File: src/rtl/rlsa_pkg.sv
// Shared types, codes and constants for the RGB LED saturating accumulator.
// No dependencies; every other file imports this package.
package rlsa_pkg;

  localparam int LED_COUNT_DEF = 64;
  localparam int CFG_IDX_W = 3;
  localparam logic [7:0] CH_MAX = 8'd255;

  typedef enum logic [1:0] {
    OP_CLEAR  = 2'd0,
    OP_ADD    = 2'd1,
    OP_RANGE  = 2'd2,
    OP_RENDER = 2'd3
  } op_e;

  typedef enum logic [CFG_IDX_W-1:0] {
    REG_KEYS_COUNT = 3'd0,
    REG_E_START    = 3'd1,
    REG_E_COUNT    = 3'd2,
    REG_TT_START   = 3'd3,
    REG_TT_COUNT   = 3'd4,
    REG_KEY_MAX    = 3'd5,
    REG_TT_MAX     = 3'd6
  } cfg_idx_e;

  typedef enum logic [2:0] {
    ST_IDLE,
    ST_ADD_RD,
    ST_ADD_WR,
    ST_REN_RD,
    ST_REN_OUT
  } state_t;

  typedef struct packed {
    op_e        operation;
    logic [7:0] led_pos;
    logic [7:0] run_length;
    logic [7:0] add_red;
    logic [7:0] add_green;
    logic [7:0] add_blue;
  } in_item_t;

  typedef struct packed {
    logic [5:0] out_led;
    logic [7:0] out_red;
    logic [7:0] out_green;
    logic [7:0] out_blue;
    logic       final_led;
  } out_item_t;

  typedef struct packed {
    logic [6:0] keys_led_count;
    logic [6:0] e_region_start;
    logic [6:0] e_region_count;
    logic [6:0] tt_region_start;
    logic [6:0] tt_region_count;
    logic [7:0] key_max_brightness;
    logic [7:0] tt_max_brightness;
  } cfg_t;

  // controller -> datapath
  typedef struct packed {
    logic load;
    logic clear;
    logic rd_en;
    logic wr_en;
    logic step;
    logic out_load;
  } ctl_cmd_t;

  // datapath -> controller
  typedef struct packed {
    logic remain_zero;
    logic idx_last;
    logic out_free;
  } dp_status_t;

  function automatic logic [7:0] sat_add(input logic [7:0] a, input logic [7:0] b);
    logic [8:0] s;
    s = {1'b0, a} + {1'b0, b};
    return s[8] ? CH_MAX : s[7:0];
  endfunction

  function automatic logic [7:0] clamp_ch(input logic [7:0] v, input logic [7:0] lim);
    return (v < lim) ? v : lim;
  endfunction

endpackage

File: src/rtl/rlsa_if.sv
// Handshake channel interfaces: command input, render output, config write.
// Depends on rlsa_pkg for the payload types.
interface rlsa_in_if import rlsa_pkg::*; ();
  logic     valid;
  logic     ready;
  in_item_t data;
  modport source (output valid, output data, input ready);
  modport sink (input valid, input data, output ready);
endinterface

interface rlsa_out_if import rlsa_pkg::*; ();
  logic      valid;
  logic      ready;
  out_item_t data;
  modport source (output valid, output data, input ready);
  modport sink (input valid, input data, output ready);
endinterface

interface rlsa_cfg_if import rlsa_pkg::*; ();
  logic                 valid;
  logic                 ready;
  logic [CFG_IDX_W-1:0] index;
  logic [7:0]           wdata;
  modport source (output valid, output index, output wdata, input ready);
  modport sink (input valid, input index, input wdata, output ready);
endinterface

File: src/rtl/rlsa_cfg.sv
// Configuration register file: region bounds and brightness limits.
// Depends on rlsa_pkg.
module rlsa_cfg import rlsa_pkg::*; (
  input  logic                 clk,
  input  logic                 rst,
  input  logic                 wr_valid,
  output logic                 wr_ready,
  input  logic [CFG_IDX_W-1:0] wr_index,
  input  logic [7:0]           wr_data,
  output cfg_t                 cfg
);

  assign wr_ready = 1'b1;

  always_ff @(posedge clk) begin
    if (rst) begin
      cfg.keys_led_count     <= 7'd28;
      cfg.e_region_start     <= 7'd28;
      cfg.e_region_count     <= 7'd4;
      cfg.tt_region_start    <= 7'd32;
      cfg.tt_region_count    <= 7'd32;
      cfg.key_max_brightness <= CH_MAX;
      cfg.tt_max_brightness  <= CH_MAX;
    end else if (wr_valid) begin
      unique case (cfg_idx_e'(wr_index))
        REG_KEYS_COUNT: cfg.keys_led_count     <= wr_data[6:0];
        REG_E_START:    cfg.e_region_start     <= wr_data[6:0];
        REG_E_COUNT:    cfg.e_region_count     <= wr_data[6:0];
        REG_TT_START:   cfg.tt_region_start    <= wr_data[6:0];
        REG_TT_COUNT:   cfg.tt_region_count    <= wr_data[6:0];
        REG_KEY_MAX:    cfg.key_max_brightness <= wr_data;
        REG_TT_MAX:     cfg.tt_max_brightness  <= wr_data;
        default: ;
      endcase
    end
  end

endmodule

File: src/rtl/rlsa_ctrl.sv
// Controller: sequences clear, add, range add and render over the datapath.
// Depends on rlsa_pkg.
module rlsa_ctrl import rlsa_pkg::*; (
  input  logic       clk,
  input  logic       rst,
  input  logic       in_valid,
  input  op_e        in_op,
  output logic       in_ready,
  input  dp_status_t sts,
  output ctl_cmd_t   ctl
);

  state_t state, state_next;

  always_ff @(posedge clk) begin
    if (rst) begin
      state <= ST_IDLE;
    end else begin
      state <= state_next;
    end
  end

  always_comb begin
    state_next = state;
    ctl        = '0;
    in_ready   = 1'b0;
    unique case (state)
      ST_IDLE: begin
        in_ready = 1'b1;
        if (in_valid) begin
          ctl.load = 1'b1;
          unique case (in_op)
            OP_CLEAR:  ctl.clear = 1'b1;
            OP_ADD:    state_next = ST_ADD_RD;
            OP_RANGE:  state_next = ST_ADD_RD;
            OP_RENDER: state_next = ST_REN_RD;
          endcase
        end
      end
      ST_ADD_RD: begin
        if (sts.remain_zero) begin
          state_next = ST_IDLE;
        end else begin
          ctl.rd_en  = 1'b1;
          state_next = ST_ADD_WR;
        end
      end
      ST_ADD_WR: begin
        ctl.wr_en  = 1'b1;
        ctl.step   = 1'b1;
        state_next = ST_ADD_RD;
      end
      ST_REN_RD: begin
        ctl.rd_en  = 1'b1;
        state_next = ST_REN_OUT;
      end
      ST_REN_OUT: begin
        // hold the read data until the output register frees up
        if (sts.out_free) begin
          ctl.out_load = 1'b1;
          ctl.step     = 1'b1;
          state_next   = sts.idx_last ? ST_IDLE : ST_REN_RD;
        end
      end
      default: state_next = ST_IDLE;
    endcase
  end

endmodule

File: src/rtl/rlsa_dp.sv
// Datapath: colour memory with per-entry valid bits, saturating adder,
// region clamp and the output register. Depends on rlsa_pkg.
module rlsa_dp import rlsa_pkg::*; #(
  parameter int LED_COUNT = LED_COUNT_DEF
) (
  input  logic       clk,
  input  logic       rst,
  input  in_item_t   item,
  input  ctl_cmd_t   ctl,
  input  cfg_t       cfg,
  output dp_status_t sts,
  input  logic       out_ready,
  output logic       out_valid,
  output out_item_t  out_data
);

  localparam int AW = (LED_COUNT > 1) ? $clog2(LED_COUNT) : 1;

  logic [23:0]          mem [LED_COUNT];
  logic [LED_COUNT-1:0] vbits;
  logic [23:0]          rdata;
  logic                 rvalid;
  logic [7:0]           idx;
  logic [7:0]           remain;
  logic [7:0]           add_r, add_g, add_b;
  logic [AW-1:0]        addr;
  logic                 in_range;
  logic [23:0]          cur;
  logic [23:0]          wdata;

  assign addr     = idx[AW-1:0];
  assign in_range = idx < 8'(LED_COUNT);
  assign cur      = rvalid ? rdata : 24'd0;
  assign wdata    = {sat_add(cur[23:16], add_r), sat_add(cur[15:8], add_g),
                     sat_add(cur[7:0], add_b)};

  assign sts.remain_zero = (remain == 8'd0);
  assign sts.idx_last    = (idx == 8'(LED_COUNT - 1));
  assign sts.out_free    = !out_valid || out_ready;

  // item registers and walk counters
  always_ff @(posedge clk) begin
    if (ctl.load) begin
      add_r  <= item.add_red;
      add_g  <= item.add_green;
      add_b  <= item.add_blue;
      idx    <= (item.operation == OP_RENDER) ? 8'd0 : item.led_pos;
      remain <= (item.operation == OP_ADD) ? 8'd1 : item.run_length;
    end else if (ctl.step) begin
      idx    <= idx + 8'd1;
      remain <= remain - 8'd1;
    end
  end

  always_ff @(posedge clk) begin
    if (ctl.rd_en) begin
      rdata  <= mem[addr];
      rvalid <= vbits[addr];
    end
    if (ctl.wr_en && in_range) begin
      mem[addr] <= wdata;
    end
  end

  // an entry without its valid bit reads as zero
  always_ff @(posedge clk) begin
    if (rst) begin
      vbits <= '0;
    end else if (ctl.clear) begin
      vbits <= '0;
    end else if (ctl.wr_en && in_range) begin
      vbits[addr] <= 1'b1;
    end
  end

  // region lookup and clamp for the LED being rendered
  logic [6:0] i7;
  logic       in_tt, in_e, in_keys, lit;
  logic [7:0] lim;
  out_item_t  beat;

  assign i7      = idx[6:0];
  assign in_tt   = (i7 >= cfg.tt_region_start) &&
                   ({1'b0, i7} < ({1'b0, cfg.tt_region_start} + {1'b0, cfg.tt_region_count}));
  assign in_e    = (i7 >= cfg.e_region_start) &&
                   ({1'b0, i7} < ({1'b0, cfg.e_region_start} + {1'b0, cfg.e_region_count}));
  assign in_keys = i7 < cfg.keys_led_count;
  assign lit     = in_tt || in_e || in_keys;
  assign lim     = in_tt ? cfg.tt_max_brightness : cfg.key_max_brightness;

  always_comb begin
    beat.out_led   = idx[5:0];
    beat.out_red   = lit ? clamp_ch(cur[23:16], lim) : 8'd0;
    beat.out_green = lit ? clamp_ch(cur[15:8], lim) : 8'd0;
    beat.out_blue  = lit ? clamp_ch(cur[7:0], lim) : 8'd0;
    beat.final_led = sts.idx_last;
  end

  always_ff @(posedge clk) begin
    if (rst) begin
      out_valid <= 1'b0;
    end else if (ctl.out_load) begin
      out_valid <= 1'b1;
    end else if (out_ready) begin
      out_valid <= 1'b0;
    end
  end

  always_ff @(posedge clk) begin
    if (ctl.out_load) begin
      out_data <= beat;
    end
  end

endmodule

File: src/rtl/rgb_led_saturating_accumulator.sv
// RGB LED saturating accumulator, top level.
// Clear takes effect when the command is accepted. Add, range add and render walk their LEDs
// one at a time, and a render LED also waits while the output register is stalled.
// Each LED costs one memory read, then the add write or the output load.
// Reset (synchronous) zeroes all entries at once via valid bits and restores register defaults.
// Depends on rlsa_pkg, rlsa_if, rlsa_cfg, rlsa_ctrl and rlsa_dp.
module rgb_led_saturating_accumulator import rlsa_pkg::*; #(
  parameter int LED_COUNT = LED_COUNT_DEF
) (
  input logic        clk,
  input logic        rst,
  rlsa_in_if.sink    cmd,
  rlsa_out_if.source result,
  rlsa_cfg_if.sink   cfg
);

  cfg_t       cfg_regs;
  ctl_cmd_t   ctl;
  dp_status_t sts;

  rlsa_cfg u_cfg (
    .clk      (clk),
    .rst      (rst),
    .wr_valid (cfg.valid),
    .wr_ready (cfg.ready),
    .wr_index (cfg.index),
    .wr_data  (cfg.wdata),
    .cfg      (cfg_regs)
  );

  rlsa_ctrl u_ctrl (
    .clk      (clk),
    .rst      (rst),
    .in_valid (cmd.valid),
    .in_op    (cmd.data.operation),
    .in_ready (cmd.ready),
    .sts      (sts),
    .ctl      (ctl)
  );

  rlsa_dp #(.LED_COUNT(LED_COUNT)) u_dp (
    .clk       (clk),
    .rst       (rst),
    .item      (cmd.data),
    .ctl       (ctl),
    .cfg       (cfg_regs),
    .sts       (sts),
    .out_ready (result.ready),
    .out_valid (result.valid),
    .out_data  (result.data)
  );

endmodule

File: src/flat_wrapper.sv
// flat-port wrapper written by rule: the top's interface ports become plain ports
module rgb_led_saturating_accumulator_flat import rlsa_pkg::*;
#(
  parameter int LED_COUNT = LED_COUNT_DEF
)
  (clk, rst, cmd_valid, cmd_data, cmd_ready, result_valid, result_data, result_ready, cfg_valid, cfg_index, cfg_wdata, cfg_ready);
  rlsa_in_if cmd_i ();
  rlsa_out_if result_i ();
  rlsa_cfg_if cfg_i ();
  input logic clk;
  input logic rst;
  input wire logic [$bits(cmd_i.valid)-1:0] cmd_valid;
  input wire logic [$bits(cmd_i.data)-1:0] cmd_data;
  output wire logic [$bits(cmd_i.ready)-1:0] cmd_ready;
  output wire logic [$bits(result_i.valid)-1:0] result_valid;
  output wire logic [$bits(result_i.data)-1:0] result_data;
  input wire logic [$bits(result_i.ready)-1:0] result_ready;
  input wire logic [$bits(cfg_i.valid)-1:0] cfg_valid;
  input wire logic [$bits(cfg_i.index)-1:0] cfg_index;
  input wire logic [$bits(cfg_i.wdata)-1:0] cfg_wdata;
  output wire logic [$bits(cfg_i.ready)-1:0] cfg_ready;
  assign cmd_i.valid = cmd_valid;
  assign cmd_i.data = cmd_data;
  assign cmd_ready = cmd_i.ready;
  assign result_valid = result_i.valid;
  assign result_data = result_i.data;
  assign result_i.ready = result_ready;
  assign cfg_i.valid = cfg_valid;
  assign cfg_i.index = cfg_index;
  assign cfg_i.wdata = cfg_wdata;
  assign cfg_ready = cfg_i.ready;
  rgb_led_saturating_accumulator #(.LED_COUNT(LED_COUNT)) u_core (.clk(clk), .rst(rst), .cmd(cmd_i), .result(result_i), .cfg(cfg_i));
endmodule
File: config.mk
export PLATFORM = sky130hd
export DESIGN_NAME = rgb_led_saturating_accumulator_flat
export DESIGN_NICKNAME = d
export VERILOG_FILES = /design/src/rtl/rlsa_pkg.sv /design/src/rtl/rlsa_if.sv /design/src/rtl/rlsa_cfg.sv /design/src/rtl/rlsa_ctrl.sv /design/src/rtl/rlsa_dp.sv /design/src/rtl/rgb_led_saturating_accumulator.sv /design/src/flat_wrapper.sv
export SDC_FILE = /design/constraint.sdc
export NUM_CORES = 2
export LEC_CHECK = 0
export BUFFER_PORTS_ARGS = -buffer_cell sky130_fd_sc_hd__buf_2
export CAP_MARGIN = 0
export CORE_ASPECT_RATIO = 0.7
export CORE_MARGIN = 5
export CORE_UTILIZATION = 40
export DETAILED_ROUTE_END_ITERATION = 6
export PLACE_DENSITY_LB_ADDON = 0.08
export RECOVER_POWER = 25
export SYNTH_ARGS = -nofsm -noshare
export SYNTH_HDL_FRONTEND = slang
export SYNTH_SLANG_ARGS = --single-unit
File: constraint.sdc
create_clock -name clk -period 7.3 [get_ports clk]
set_input_delay 0.73 -clock clk [delete_from_list [all_inputs] [get_ports clk]]
set_output_delay 0.73 -clock clk [all_outputs]
set_load 0.01 [all_outputs]
==> results.yml <==
timing:
  fin_skew_ns: 0.0419
  fin_setup_tns_ns: 0
  timing.hold.ws_ns: 0.0886
  setup_viol: 0
  finalHoldViolCount: 0
  post-route-min-period_ns: 6.93
  period_share_pct: 94.9
  worst_slew_pin_slew_ns: 3.42
  rsz0062_at_grt: "no"
  max_freq_mhz: 144
  drv_slew: 969
  slew_headroom_pct: -128
setup_path:
  critPathMaxFanout: 33
  end_kind: "flop"
  arrival_ns: 7.30
  crit_type: "flop to flop"
  cp-start-kind: "flop"
  crit_top_cell: "clkbuf_1"
  critPathSlowestCell: "clkbuf_1"
  crit_family: "buffers and inverters"
  cp.buffers_inverters: 4
  path_cells: "clkbuf_1 > clkbuf_1 > nand2_1 > buf_4 > nor2_1 > nand2_1 > nor2_2 > clkbuf_1"
  cpPeakStageDelay_ns: 1.93
  cp_data_required_time_ns: 7.67
outcome:
  violations: "capacitance limit, slew limit"
  status: "finished, violations left"
yosys:
  yosysSeqAreaShare_pct: 73.5
  synth-edff-count: 1632
  netlist_instances: 4269
  ys.flop_type: "edfxtp_1"
  synth_nets: 4426
  syn_area_per_cell_um2: 16.4
  ys_seq_elements: 1751
  syn-cell-area_um2: 69900
  yosysUniqueCellTypes: 69
  async_flop_share_pct: 0
  synth_warnings: 0
die:
  die_y_um: 360
  io-pin-count: 92
  die_w_um: 510
  rows: 128
  die_area_um2: 183000
  design.core.area_um2: 174000
  initial_utilization_pct: 40.2
final_layout:
  utilization_pct: 45.6
  multi_input_area_um2: 17400
  fin_nets: 4624
  register_area_um2: 51400
  drive_gt1_share_pct: 16.2
  layout_commonest_cell: "edfxtp_1"
  layout_common_cells: "1632 x edfxtp_1, 238 x mux2i_1, 200 x nand2_1"
  area_growth_syn_to_layout_pct: 13.4
  nFillCells: 15234
drt:
  drt-vias-per-instance: 6.02
  drt-total-wl_mm: 247
  vias: 41850
  wl_per_cell_um: 35.5
  dr.pass1.iters: 6
  postRouteAntennaNets: 0
  drcViolationCount: 0
  drt-initial-drc-count: 5695
global_routing:
  grt_pass1_wl_mm: 337
  grt_pass1_vias: 39582
  grt_max_degree: 84
  grt_usage_pct: 26.4
  overflow: 0
  antenna_found_initial: 21
power_and_ir_drop:
  p_per_area_nw_per_um2: 338
  p_leak_nw: 26.0
  ir_drop_uv: 220
clock_network:
  clockBufferDepth: 3
  numCtsBuffers: 171
  cts_tree: "yes"
  cts.htree.levels: 4
  clkSlewWorstSetupHoldPaths_ns: 0.06
  cts_hold_buffers: 0
  post_cts_buffers: 0
  clockRootBuffer: "clkbuf_16"
  clock-sinks: 1751
  clkLatencyLatePin_ns: 0.83
  ctsResizeCount: 0
placement:
  io_buffers: 90
  gp_congestion: 0.903
  dpl.hpwl_mm: 150
hold_path:
  hold_class: "input pin to flop"
job:
  maxCapViolations: 36
[worst paths after layout]
| kind | start | slack, ns | end | depth (start not counted) |
|---|---|---|---|---|
| worst min register to register | u_core.u_dp.vbits[53]$_SDFFE_PP0P_ | 0.46 | u_core.u_dp.vbits[53]$_SDFFE_PP0P_ | 1 |
| worst min-delay path | cmd_data[23] | 0.09 | u_core.u_dp.add_r[7]$_DFFE_PP_ | 1 |
| worst max-delay path | u_core.u_dp.idx[1]$_DFFE_PP_ | 0.37 | u_core.u_dp.mem[31][17]$_DFFE_PP_ | 8 |
| worst max register to register | u_core.u_dp.idx[1]$_DFFE_PP_ | 0.37 | u_core.u_dp.mem[31][17]$_DFFE_PP_ | 8 |
[sequential cells by signal, indices dropped and copies added (netlist names), 24 cells and up]
name	cells
u_core.u_cfg.cfg	51
u_core.u_dp.mem	1536
u_core.u_dp.out_data	31
u_core.u_dp.rdata	24
u_core.u_dp.vbits	64
[power by group]
part	internal, mW	switching (mW)
clock network	4.99	3.87
registers	12.1	0.0609
logic	1.29	4.42
[synth_stat cells, types with 8 or more instances]
library cell	number	area share, %
edfxtp_1	1632	70
mux2i_1	238	3.4
nor2_1	235	1.3
nand2_1	215	1.2
a21oi_1	188	1.3
o21ai_0	160	1.1
a221oi_1	159	2.0
a22oi_1	136	1.5
dfxtp_1	119	3.4
clkbuf_1	106	0.57
ha_1	94	1.7
mux4_2	94	3.0
o22ai_1	89	0.80
mux2_2	88	1.4
buf_2	84	0.60
o21a_1	71	0.76
inv_1	46	0.25
a22o_1	41	0.51
nand3_1	35	0.25
buf_4	28	0.30
a211oi_1	25	0.27
nor3_1	25	0.18
a21o_1	24	0.26
buf_1	24	0.13
nor2b_1	23	0.21
and2_1	22	0.20
nand3b_1	21	0.23
a31oi_1	19	0.17
xor2_1	19	0.24
or4_1	17	0.18
nand2b_1	16	0.14
o221ai_1	15	0.19
xnor2_1	15	0.19
a221o_1	13	0.19
a222oi_1	13	0.19
buf_6	10	0.16
or3_1	10	0.090
nand4_1	9	0.081
and2_2	8	0.086
o211ai_1	8	0.086
[cell type report]
type	count	share of cell area, %
multi-input combinational	2219	22.0
timing repair buffer	278	2.28
sequential	1751	64.9
clock buffer	229	5.99
tap	2340	3.69
clock inverter	88	0.938
antenna	5	0.0158
inverter	46	0.221
[cell families (layout without fill, tap and decap cells)]
| kind of cell | count (synthesis) | in the layout | synth area share [%] |
|---|---|---|---|
| simple gates | 664 | 664 | 4.35 |
| buf+inv | 299 | 641 | 2.03 |
| compound gates | 1000 | 1000 | 9.95 |
| mux | 421 | 421 | 7.87 |
| other cells | 1 | 6 | 0.00537 |
| fa+ha+maj | 99 | 99 | 1.83 |
| flops | 1751 | 1751 | 73.5 |
| xor+xnor | 34 | 34 | 0.426 |
[per-layer routing]
metal	up-vias	share of wire [%]	GRT usage [%]	routed length (µm)
met5	-	0.034	0	85
met4	4	3.1	7.43	7540
met3	338	10	6.78	25800
met2	1990	40	35.6	99700
met1	22032	46	41.6	114000
li1	17486	-	-	-
[per-stage QoR]
step	setup slack (ns)	cell area, µm²	total power [mW]	cells
after floorplan	1.84	69900	15.1	4269
after global placement	1.05	74000	18.0	6634
after detailed placement	0.990	74000	18.0	6634
after CTS	0.983	79500	26.8	6951
after global routing	0.344	79200	27.5	6952
final	0.375	79200	26.7	6956
No activity file was read; power rests on OpenSTA's default activity.
